**src/hw/rtl/qspd_pkg.sv**
```systemverilog
// Shared types, constants and byte classifiers for the query string decoder.
// Used by qspd_decode and query_string_percent_decoder; no dependencies.
package qspd_pkg;

   localparam int HoldDepth = 32;
   localparam int CountW    = $clog2(HoldDepth + 1);
   localparam int IdxW      = (HoldDepth > 1) ? $clog2(HoldDepth) : 1;

   localparam logic [7:0] ChTab     = 8'h09;
   localparam logic [7:0] ChLf      = 8'h0A;
   localparam logic [7:0] ChVt      = 8'h0B;
   localparam logic [7:0] ChFf      = 8'h0C;
   localparam logic [7:0] ChCr      = 8'h0D;
   localparam logic [7:0] ChSpace   = 8'h20;
   localparam logic [7:0] ChPercent = 8'h25;
   localparam logic [7:0] ChPlus    = 8'h2B;
   localparam logic [7:0] ChMinus   = 8'h2D;

   // held whitespace codes
   localparam logic [1:0] WsTab = 2'd0;
   localparam logic [1:0] WsCr  = 2'd1;
   localparam logic [1:0] WsLf  = 2'd2;

   // escape progress: none open, waiting first char, waiting second char
   localparam logic [1:0] EscIdle   = 2'd0;
   localparam logic [1:0] EscFirst  = 2'd1;
   localparam logic [1:0] EscSecond = 2'd2;

   typedef enum logic [2:0] {
      StIdle,
      StPlus,
      StHeld,
      StByte,
      StTail,
      StFlush
   } state_type;

   typedef struct packed {
      logic [1:0] cnt;
      logic [7:0] first;
   } esc_type;

   typedef struct packed {
      logic       emit;
      logic [7:0] value;
      esc_type    esc;
   } dec_type;

   typedef struct packed {
      logic       valid;
      logic [3:0] value;
   } hex_type;

   function automatic logic is_trim(input logic [7:0] b);
      return (b == ChTab) || (b == ChCr) || (b == ChLf);
   endfunction

   function automatic logic [1:0] ws_code(input logic [7:0] b);
      return (b == ChCr) ? WsCr : ((b == ChLf) ? WsLf : WsTab);
   endfunction

   function automatic logic [7:0] ws_byte(input logic [1:0] c);
      return (c == WsCr) ? ChCr : ((c == WsLf) ? ChLf : ChTab);
   endfunction

   function automatic hex_type hex_val(input logic [7:0] c);
      hex_type h;
      h.valid = 1'b1;
      h.value = 4'd0;
      if (c >= 8'h30 && c <= 8'h39) begin
         h.value = 4'(c - 8'h30);
      end else if (c >= 8'h61 && c <= 8'h66) begin
         h.value = 4'(c - 8'h57);
      end else if (c >= 8'h41 && c <= 8'h46) begin
         h.value = 4'(c - 8'h37);
      end else begin
         h.valid = 1'b0;
      end
      return h;
   endfunction

   function automatic logic is_space(input logic [7:0] c);
      return (c == ChSpace) || (c == ChTab) || (c == ChLf) || (c == ChVt) ||
             (c == ChFf) || (c == ChCr);
   endfunction

endpackage

```
**src/hw/rtl/qspd_decode.sv**
```systemverilog
// Shared percent-escape decode unit: one raw byte per use, '+' mapping included.
// Depends on qspd_pkg.
module qspd_decode (
   input  logic [7:0]       raw,
   input  qspd_pkg::esc_type esc,
   output qspd_pkg::dec_type dec
);
   import qspd_pkg::*;

   logic [7:0] b;
   hex_type    h1;
   hex_type    h2;
   logic [7:0] pair;

   assign b  = (raw == ChPlus) ? ChSpace : raw;
   assign h1 = hex_val(esc.first);
   assign h2 = hex_val(b);

   // two-char strtol base 16 value, low byte
   always_comb begin
      if (h1.valid) begin
         pair = h2.valid ? {h1.value, h2.value} : {4'd0, h1.value};
      end else if (!h2.valid) begin
         pair = 8'd0;
      end else if (is_space(esc.first)) begin
         pair = {4'd0, h2.value};
      end else if (esc.first == ChMinus) begin
         pair = 8'd0 - {4'd0, h2.value};
      end else begin
         pair = 8'd0;
      end
   end

   always_comb begin
      dec.emit  = 1'b0;
      dec.value = b;
      dec.esc   = esc;
      unique case (esc.cnt)
         EscFirst: begin
            dec.esc.first = b;
            dec.esc.cnt   = EscSecond;
         end
         EscSecond: begin
            dec.value = pair;
            if (pair == ChPercent) begin
               dec.esc.cnt = EscFirst;
            end else begin
               dec.esc.cnt = EscIdle;
               dec.emit    = (pair != 8'd0);
            end
         end
         default: begin
            if (b == ChPercent) begin
               dec.esc.cnt = EscFirst;
            end else begin
               dec.esc.cnt = EscIdle;
               dec.emit    = 1'b1;
            end
         end
      endcase
   end

endmodule

```
**src/hw/rtl/query_string_percent_decoder.sv**
```systemverilog
// Top level: sequencer, held whitespace run and output staging.
// Depends on qspd_pkg and qspd_decode.
//
//  Channel  Dir  tdata            tuser                          tlast
//  req_     in   in_byte[7:0]     -                              is_last
//  rsp_     out  out_byte[7:0]    [0] byte_valid [1] held_overflow end_of_string
//
// A word is taken only in the idle state. A tab/CR/LF that is held or dropped,
// or a leading '+', is done with on acceptance; as the last word of a string
// it also passes the tail and flush states. A content byte then passes, in
// order, a decode step for a pending '+', one per held byte, one for itself,
// the tail state on the last word of a string and the flush state. The single
// decode unit takes these steps one after another.
// Reset is synchronous and clears all control state; the held run has no
// clearing pass. A stalled rsp_ side stalls the sequencer when a new result
// meets a full staging register and a full output register, and holds the
// flush cycle until the output register frees up.
module query_string_percent_decoder (
   input  logic       clock,
   input  logic       reset,
   input  logic       req_tvalid,
   output logic       req_tready,
   input  logic [7:0] req_tdata,   // [7:0] in_byte
   input  logic       req_tlast,
   output logic       rsp_tvalid,
   input  logic       rsp_tready,
   output logic [7:0] rsp_tdata,   // [7:0] out_byte
   output logic [1:0] rsp_tuser,   // [0] byte_valid, [1] held_overflow
   output logic       rsp_tlast
);
   import qspd_pkg::*;

   state_type         state_ff, state_in;
   logic [7:0]        byte_ff, byte_in;
   logic              last_ff, last_in;
   logic              ovf_ff, ovf_in;
   logic [IdxW-1:0]   idx_ff, idx_in;
   logic [CountW-1:0] count_ff, count_in;
   logic              leading_ff, leading_in;
   logic              plus_ff, plus_in;
   esc_type           esc_ff, esc_in;

   // one staged result, so the final one can still be marked end of string
   logic              pend_valid_ff, pend_valid_in;
   logic [7:0]        pend_byte_ff, pend_byte_in;
   logic              pend_ovf_ff, pend_ovf_in;

   logic              out_valid_ff, out_valid_in;
   logic [7:0]        out_byte_ff, out_byte_in;
   logic              out_bv_ff, out_bv_in;
   logic              out_eos_ff, out_eos_in;
   logic              out_ovf_ff, out_ovf_in;

   logic [1:0]        held_ff [HoldDepth];
   logic [1:0]        held_rd_ff;
   logic              held_we;

   logic [7:0]        dec_raw;
   dec_type           dec;
   hex_type           tail_hex;
   logic              step_emit;
   logic [7:0]        step_value;
   logic              step_stall;
   logic              out_free;
   logic              accept;
   logic              work;

   qspd_decode u_decode (
      .raw (dec_raw),
      .esc (esc_ff),
      .dec (dec)
   );

   assign req_tready = (state_ff == StIdle);
   assign accept     = req_tvalid && req_tready;
   assign out_free   = !out_valid_ff || rsp_tready;

   assign rsp_tvalid = out_valid_ff;
   assign rsp_tdata  = out_byte_ff;
   assign rsp_tuser  = {out_ovf_ff, out_bv_ff};
   assign rsp_tlast  = out_eos_ff;

   assign tail_hex = hex_val(esc_ff.first);

   // decode operand select
   always_comb begin
      unique case (state_ff)
         StPlus:  dec_raw = ChPlus;
         StHeld:  dec_raw = ws_byte(held_rd_ff);
         default: dec_raw = byte_ff;
      endcase
   end

   // a one-char escape left open at end of string parses on its first char
   always_comb begin
      if (state_ff == StTail) begin
         step_emit  = (esc_ff.cnt == EscSecond) && tail_hex.valid &&
                      (tail_hex.value != 4'd0);
         step_value = {4'd0, tail_hex.value};
      end else begin
         step_emit  = dec.emit;
         step_value = dec.value;
      end
   end

   assign step_stall = step_emit && pend_valid_ff && !out_free;

   // content byte, or a trim byte that overflows the held run
   assign work = !is_trim(req_tdata) ?
                    !(leading_ff && (req_tdata == ChPlus)) :
                    (!leading_ff && !req_tlast && (count_ff == CountW'(HoldDepth)));

   always_comb begin
      state_in      = state_ff;
      byte_in       = byte_ff;
      last_in       = last_ff;
      ovf_in        = ovf_ff;
      idx_in        = idx_ff;
      count_in      = count_ff;
      leading_in    = leading_ff;
      plus_in       = plus_ff;
      esc_in        = esc_ff;
      pend_valid_in = pend_valid_ff;
      pend_byte_in  = pend_byte_ff;
      pend_ovf_in   = pend_ovf_ff;
      out_valid_in  = out_valid_ff && !rsp_tready;
      out_byte_in   = out_byte_ff;
      out_bv_in     = out_bv_ff;
      out_eos_in    = out_eos_ff;
      out_ovf_in    = out_ovf_ff;
      held_we       = 1'b0;

      unique case (state_ff)
         StIdle: begin
            if (accept) begin
               byte_in = req_tdata;
               last_in = req_tlast;
               ovf_in  = is_trim(req_tdata);
               idx_in  = '0;
               if (work) begin
                  leading_in = 1'b0;
                  if (plus_ff) begin
                     state_in = StPlus;
                  end else if (count_ff != '0) begin
                     state_in = StHeld;
                  end else begin
                     state_in = StByte;
                  end
               end else if (is_trim(req_tdata)) begin
                  if (!leading_ff && !req_tlast) begin
                     held_we  = 1'b1;
                     count_in = count_ff + CountW'(1);
                  end else if (req_tlast) begin
                     state_in = StTail;
                  end
               end else if (!req_tlast) begin
                  // leading '+': hold it until content shows up
                  leading_in = 1'b0;
                  plus_in    = 1'b1;
               end else begin
                  state_in = StTail;
               end
            end
         end
         StPlus, StHeld, StByte, StTail: begin
            if (!step_stall) begin
               if (state_ff != StTail) begin
                  esc_in = dec.esc;
               end
               if (step_emit) begin
                  if (pend_valid_ff) begin
                     out_valid_in = 1'b1;
                     out_byte_in  = pend_byte_ff;
                     out_bv_in    = 1'b1;
                     out_eos_in   = 1'b0;
                     out_ovf_in   = pend_ovf_ff;
                  end
                  pend_valid_in = 1'b1;
                  pend_byte_in  = step_value;
                  pend_ovf_in   = ovf_ff && (state_ff != StTail);
               end
               unique case (state_ff)
                  StPlus: begin
                     plus_in  = 1'b0;
                     state_in = (count_ff != '0) ? StHeld : StByte;
                  end
                  StHeld: begin
                     if (CountW'(idx_ff) == count_ff - CountW'(1)) begin
                        count_in = '0;
                        idx_in   = '0;
                        state_in = StByte;
                     end else begin
                        idx_in = idx_ff + IdxW'(1);
                     end
                  end
                  StByte:  state_in = last_ff ? StTail : StFlush;
                  default: state_in = StFlush;
               endcase
            end
         end
         StFlush: begin
            if (last_ff) begin
               if (out_free) begin
                  out_valid_in  = 1'b1;
                  out_byte_in   = pend_valid_ff ? pend_byte_ff : 8'd0;
                  out_bv_in     = pend_valid_ff;
                  out_eos_in    = 1'b1;
                  out_ovf_in    = pend_valid_ff && pend_ovf_ff;
                  pend_valid_in = 1'b0;
                  leading_in    = 1'b1;
                  count_in      = '0;
                  plus_in       = 1'b0;
                  esc_in        = '{cnt: EscIdle, first: 8'd0};
                  state_in      = StIdle;
               end
            end else if (!pend_valid_ff) begin
               state_in = StIdle;
            end else if (out_free) begin
               out_valid_in  = 1'b1;
               out_byte_in   = pend_byte_ff;
               out_bv_in     = 1'b1;
               out_eos_in    = 1'b0;
               out_ovf_in    = pend_ovf_ff;
               pend_valid_in = 1'b0;
               state_in      = StIdle;
            end
         end
         default: state_in = StIdle;
      endcase
   end

   always_ff @(posedge clock) begin
      if (reset) begin
         state_ff      <= StIdle;
         count_ff      <= '0;
         leading_ff    <= 1'b1;
         plus_ff       <= 1'b0;
         esc_ff        <= '{cnt: EscIdle, first: 8'd0};
         pend_valid_ff <= 1'b0;
         out_valid_ff  <= 1'b0;
         idx_ff        <= '0;
      end else begin
         state_ff      <= state_in;
         count_ff      <= count_in;
         leading_ff    <= leading_in;
         plus_ff       <= plus_in;
         esc_ff        <= esc_in;
         pend_valid_ff <= pend_valid_in;
         out_valid_ff  <= out_valid_in;
         idx_ff        <= idx_in;
      end
   end

   always_ff @(posedge clock) begin
      byte_ff      <= byte_in;
      last_ff      <= last_in;
      ovf_ff       <= ovf_in;
      pend_byte_ff <= pend_byte_in;
      pend_ovf_ff  <= pend_ovf_in;
      out_byte_ff  <= out_byte_in;
      out_bv_ff    <= out_bv_in;
      out_eos_ff   <= out_eos_in;
      out_ovf_ff   <= out_ovf_in;
   end

   // held run storage; registered read, addressed by the next index
   always_ff @(posedge clock) begin
      if (held_we) begin
         held_ff[count_ff[IdxW-1:0]] <= ws_code(req_tdata);
      end
      held_rd_ff <= held_ff[idx_in];
   end

   a_count_range: assert property (@(posedge clock) disable iff (reset)
      count_ff <= CountW'(HoldDepth))
      else $error("held run count beyond depth");

   a_idle_empty: assert property (@(posedge clock) disable iff (reset)
      req_tready |-> !pend_valid_ff)
      else $error("staged result left over at idle");

   a_held_index: assert property (@(posedge clock) disable iff (reset)
      state_ff == StHeld |-> (count_ff != '0) && (CountW'(idx_ff) < count_ff))
      else $error("held read index out of run");

   a_bare_marker: assert property (@(posedge clock) disable iff (reset)
      rsp_tvalid && !rsp_tuser[0] |-> rsp_tlast && !rsp_tuser[1])
      else $error("bare marker without end of string");

   a_esc_code: assert property (@(posedge clock) disable iff (reset)
      (esc_ff.cnt == EscIdle) || (esc_ff.cnt == EscFirst) || (esc_ff.cnt == EscSecond))
      else $error("escape progress code out of range");

endmodule
```
**config.mk**
```make
export PLATFORM = sky130hd
export DESIGN_NAME = query_string_percent_decoder
export DESIGN_NICKNAME = d
export VERILOG_FILES = /design/src/hw/rtl/qspd_pkg.sv /design/src/hw/rtl/qspd_decode.sv /design/src/hw/rtl/query_string_percent_decoder.sv
export SDC_FILE = /design/constraint.sdc
export NUM_CORES = 1
export LEC_CHECK = 0
export ABC_CLOCK_PERIOD_IN_PS = 7640
export BUFFER_PORTS_ARGS = -buffer_cell sky130_fd_sc_hd__buf_2
export CAP_MARGIN = 20
export CORE_UTILIZATION = 40
export CTS_CLUSTER_DIAMETER = 200
export DETAILED_ROUTE_END_ITERATION = 6
export PLACE_DENSITY_LB_ADDON = 0.25
export SETUP_SLACK_MARGIN = 0.4
export SKIP_LAST_GASP = 1
export SLEW_MARGIN = 5
export SYNTH_ARGS = -nofsm -noshare
export SYNTH_HDL_FRONTEND = slang
export SYNTH_HIERARCHICAL = 1
export SYNTH_SLANG_ARGS = --single-unit
```
**constraint.sdc**
```tcl
create_clock -name clock -period 7.64 [get_ports clock]
set_clock_uncertainty 0.15 [all_clocks]
set_input_delay 0.382 -clock clock [delete_from_list [all_inputs] [get_ports clock]]
set_output_delay 0.382 -clock clock [all_outputs]
set_load 0.02 [all_outputs]
```
-- Word-level counts from Yosys, hierarchy flattened
Memories as Yosys holds them, arrays and structs flattened. A register that Yosys moved wholly into a read port is not among the register bits.
Index checks and enable logic that the tools add are counted.
- register bits after elaboration: 58
- bits in writable memories: 64
- input port bits: 13
- output and inout port bits: 13
- memories kept: 1
- memories (name ; depth ; width ; rd ports ; clocked after memory_dff ; wr ports ; line ; source):
    held_ff ; 32 ; 2 ; 1 ; 1 ; 1 ; query_string_percent_decoder.sv:54 ; logic [1:0] held_ff [HoldDepth];
- add/subtract/negate cells: 10
- order comparisons: 12
- equality and inequality tests: 48
- multiplexer cells: 135
- bitwise operators: 1
- reduce and logical (&&, ||, !) cells: 49
- operator list (operator ; count):
    $mux W8 ; 16
    $eq A8 B4 Y1 const B ; 8
    $mux W1 ; 64
    $mux W6 ; 9
    $eq A8 B6 Y1 const B ; 6
    $mux W10 ; 4
    $mux W3 ; 11
    $ge A8 B7 Y1 const B ; 4
    $le A8 B7 Y1 const B ; 4
    $pmux W8 S2 ; 2
    $mux W4 ; 7
    $ne A2 B2 Y1 const B ; 12
    $mux W5 ; 4
    $pmux W10 S2 ; 1
    $pmux W3 S3 ; 2
    $pmux W6 S3 ; 1
    $reduce_and A6 Y1 ; 3
    $logic_and A1 B1 Y1 ; 17
    $ge A8 B6 Y1 const B ; 2
    $le A8 B6 Y1 const B ; 2
    $sub A4 B3 Y4 const B ; 4
    $ne A3 B3 Y1 const B ; 5
    $pmux W1 S2 ; 7
    $pmux W5 S2 ; 1
    other kinds (34) ; 59

-- Logic depth before layout (Yosys ltp)
- depth in word-level cells: 24
- gate-level depth with buffers: 28
- gate-level depth less buffers: 25

-- Cells and area by module
The synthesis kept the hierarchy.
- modules (own cells, without submodules) (module ; times used ; cells each ; area an instance (µm²) ; seq. area each (µm²)):
    query_string_percent_decoder ; 1 ; 624 ; 6352.3 ; 3423.3
    qspd_decode ; 1 ; 159 ; 1081.0 ; 0.0

-- Worst setup path before layout
No wires, ideal clock.
- kind: register to register
- start point: register state_ff[1]
- end point: register held_rd_ff[0], read port of held_ff
- arrival: 5.914 ns
- data required time: 7.369 ns
- path slack: 1.455 ns
- cell stages (with the launch flop): 27
- buffers on the path: 3
- cells stage by stage: dfxtp_1 > clkbuf_1 > clkbuf_1 > xnor2_1 > nor2_1 > nor2b_1 > or4b_4 > o21ai_0 > nor2_1 > a21oi_1 > ha_1 > inv_1 > o311a_4 > or3_1 > mux2_2 > o221a_1 > and4b_1 > a211oi_1 > and2_1 > clkbuf_1 > a21oi_1 > o21ai_1 > mux2i_1 > nand2_1 > a311oi_1 > a21oi_1 > mux2_2
- RTL lines (what ; line ; source):
    from (decl) ; query_string_percent_decoder.sv:33 ; state_type state_ff, state_in;
    from (signal assigned) ; query_string_percent_decoder.sv:234 ; state_ff <= StIdle;
    from (signal assigned) ; query_string_percent_decoder.sv:243 ; state_ff <= state_in;
    to (decl) ; query_string_percent_decoder.sv:55 ; logic [1:0] held_rd_ff;

==> results.py <==
metrics = {
    "run_status": {
        "status": "finished with violations",
        "violations": "design-rule violations",
    },
    "logic_synthesis": {
        "synth.cell_area_um2": 7430,
        "synth-seq-cells": 124,
        "synth_cell_type_count": 79,
        "postSynthNetCount": 815,
        "synth_edf_count": 94,
        "synth.most_common_cell": "edfxtp_1",
        "yosysTopAreaCell": "edfxtp_1",
        "ys_warn_count": 6,
        "synthCells": 783,
        "async_flop_share_pct": 0,
        "syn_avg_cell_area_um2": 9.49,
        "yosys-top-cells-area": "edfxtp_1 (38%), dfxtp_1 (8.1%), nor2_1 (4.7%), o21ai_0 (3.6%), nand2_1 (3.6%)",
        "synth_ff_type": "edfxtp_1",
        "synth_commonest_cells": "edfxtp_1 (94), nor2_1 (93), nand2_1 (71)",
        "seq_area_frac_synth_pct": 46.1,
        "synth_top_area_share_pct": 38.0,
    },
    "job": {
        "maxCapViolCount": 0,
    },
    "worst_setup_path": {
        "crit_type": "reg2reg",
        "required_ns": 7.81,
        "start_kind": "flop",
        "worst_ep_arrival_time_ns": 6.91,
        "end_kind": "flop",
        "crit_fanout": 15,
    },
    "grt": {
        "grt_pass1_vias": 5913,
        "grt_start_max_net_pins": 33,
        "grtUsageTotal_pct": 21.1,
        "grt_pass1_wl_um": 31500,
        "antenna_found_initial": 0,
        "overflow": 0,
    },
    "clock_network": {
        "cts_resized": 0,
        "clock_latency_ns": 0.43,
        "hold_buffers": 0,
        "cts_tree": "built",
        "clock_path_buffers": 2,
        "cts-root-buf": "clkbuf_16",
        "post_cts_buffers": 0,
        "htreeDepth": 4,
        "cts.clk_slew.worst_paths_ns": 0.07,
        "clock-sinks": 124,
        "cts_made_buffers": 17,
    },
    "final_layout": {
        "fillers": 1710,
        "drive_gt1_share_pct": 13.2,
        "multi_input_area_um2": 3720,
        "fin_util_pct": 46.2,
        "finalNonFillerCells": 1040,
        "seq_area_um2": 3430,
        "layout.nets": 830,
        "syn_to_final_growth_pct": 12.5,
        "diodes": 0,
    },
    "placed_design": {
        "pre_cts_ws_ns": 0.593,
        "placedCellCount": 1008,
        "finalWeightedCongestion": 0.882,
        "hpwl_um": 13500,
        "io_buffers": 25,
    },
    "sta": {
        "slew_headroom_pct": 36.0,
        "setup_violations": 0,
        "hold_viol_final": 0,
        "timing.fmax_mhz": 148,
        "finalCritPeriodShare_pct": 88.3,
        "fin_ws_ns": 0.897,
        "tns_ns": 0,
        "fin_crit_ns": 6.74,
        "rsz0062_at_grt": "false",
        "worst_pin_slew_ns": 0.956,
        "slew_violations": 0,
    },
    "route": {
        "ant_nets": 0,
        "num_vias": 6147,
        "viasPerCell": 5.91,
        "first_pass_iters": 7,
        "first_iter_violations": 641,
        "wl_um": 19500,
        "post_drt_wl_per_cell_um": 18.7,
        "drcViolationCount": 8,
    },
    "hold_path": {
        "hp-class": "in2reg",
    },
    "power_and_ir_drop": {
        "power.density_nw_per_um2": 324,
        "peakVddDrop_mv": 0.207,
        "p_leak_uw": 0.00288,
    },
    "floorplanning": {
        "core_area_um2": 18100,
        "chipHeight_um": 138,
        "die_area_um2": 19100,
        "top_level_ports": 26,
        "initial_core_util_pct": 41.1,
        "die_width_um": 138,
        "rows": 49,
    },
}
[layer usage]
metal | share of wire (%) | track usage [%] | vias to the layer above
li1 | - | - | 2968
met1 | 48 | 29.2 | 2937
met2 | 45 | 32.7 | 213
met3 | 5.1 | 3.98 | 29
met4 | 1.9 | 7.81 | 0
met5 | 0 | 0 | -
[cells in the final DEF (no fill, tap or decap), types with 6 or more instances in the layout]
cell type  instances
edfxtp_1          94
a31oi_1           12
nor3_1            11
buf_4              9
inv_6              6
mux2i_1           26
and2_1            11
a22oi_1            8
buf_2             25
nand3_1           32
inv_1             31
clkbuf_16         17
a21o_1             9
nor3b_1            6
a21oi_1           51
o21ai_0           54
nand3b_1           7
nand2b_1          11
nor2b_1           21
o22ai_1            6
ha_1              19
nand2_1           71
nor2_1            92
a211oi_1           8
nand4_1            7
a221oi_1          15
mux2_2             9
dfxtp_1           27
[through the flow]
step           cell area [um^2]  power (uW)  hold slack, ns
2_1_floorplan              7430        1630           0.307
3_3_place_gp               7740        1870           0.328
3_5_place_dp               7750        1870           0.332
4_1_cts                    8350        2700        0.000361
5_1_grt                    8360        2860         0.00661
6_report                   8360        2710         0.00453
[worst paths after layout]
check / from / end / slack (ns) / cells past startpoint
min reg2reg: esc_ff[9] / esc_ff[9] / 0.35 / 2
max: state_ff[1] / held_rd_ff[0] / 0.90 / 25
max reg2reg: state_ff[1] / held_rd_ff[0] / 0.90 / 25
min: req_tdata[3] / byte_ff[3] / 0.005 / 1
[logic make-up after synthesis]
family | Yosys count | synth area share (%)
compound gates | 219 | 19.8
xor+xnor | 4 | 0.471
fa+ha+maj | 19 | 3.20
buf+inv | 71 | 4.06
flops | 124 | 46.1
mux | 37 | 5.47
simple gates | 309 | 21.0
[power by group]
group | leakage (uW) | total [uW] | switching (uW) | internal (uW)
combinational | 0.00158 | 983 | 621 | 362
sequential | 0.00101 | 895 | 67.3 | 828
clock | 0.000289 | 830 | 338 | 492
[layout make-up]
type                    instances  area share (%)
multi-input cells             588            44.5
flip-flops and latches        124            41.0
clock buffers                  17            5.09
well taps                     229            3.43
repair buffers                 35            2.44
clock inverters                15            2.08
inverters                      32            1.44
[critical path: stages (launching register included)]
cell and delay (ns):
dfxtp_2 0.43, inv_1 0.14, nor2_2 0.27, a31oi_1 0.13, o22a_1 0.31, ha_1 0.33
nor4_1 0.30, nand3b_1 0.27, a2bb2oi_1 0.24, ha_1 0.24, inv_1 0.06, o311a_4 0.41
or3_1 0.37, mux2_2 0.27, o221a_1 0.25, and4b_1 0.24, nand2_1 0.22, nor2_1 0.11
nor3b_1 0.33, o221ai_1 0.18, o21ai_1 0.22, buf_4 0.26, mux4_2 0.36, o22ai_1 0.19
a31oi_1 0.06, mux2_2 0.28
[registers in the layout, indices dropped and copies added (netlist names), 3 cells and up]
signal	flops
byte_ff	8
rsp_tdata	8
count_ff	6
esc_ff	10
idx_ff	5
state_ff	3
held_ff	64
pend_byte_ff	8
(Power assumes the default switching activity.)
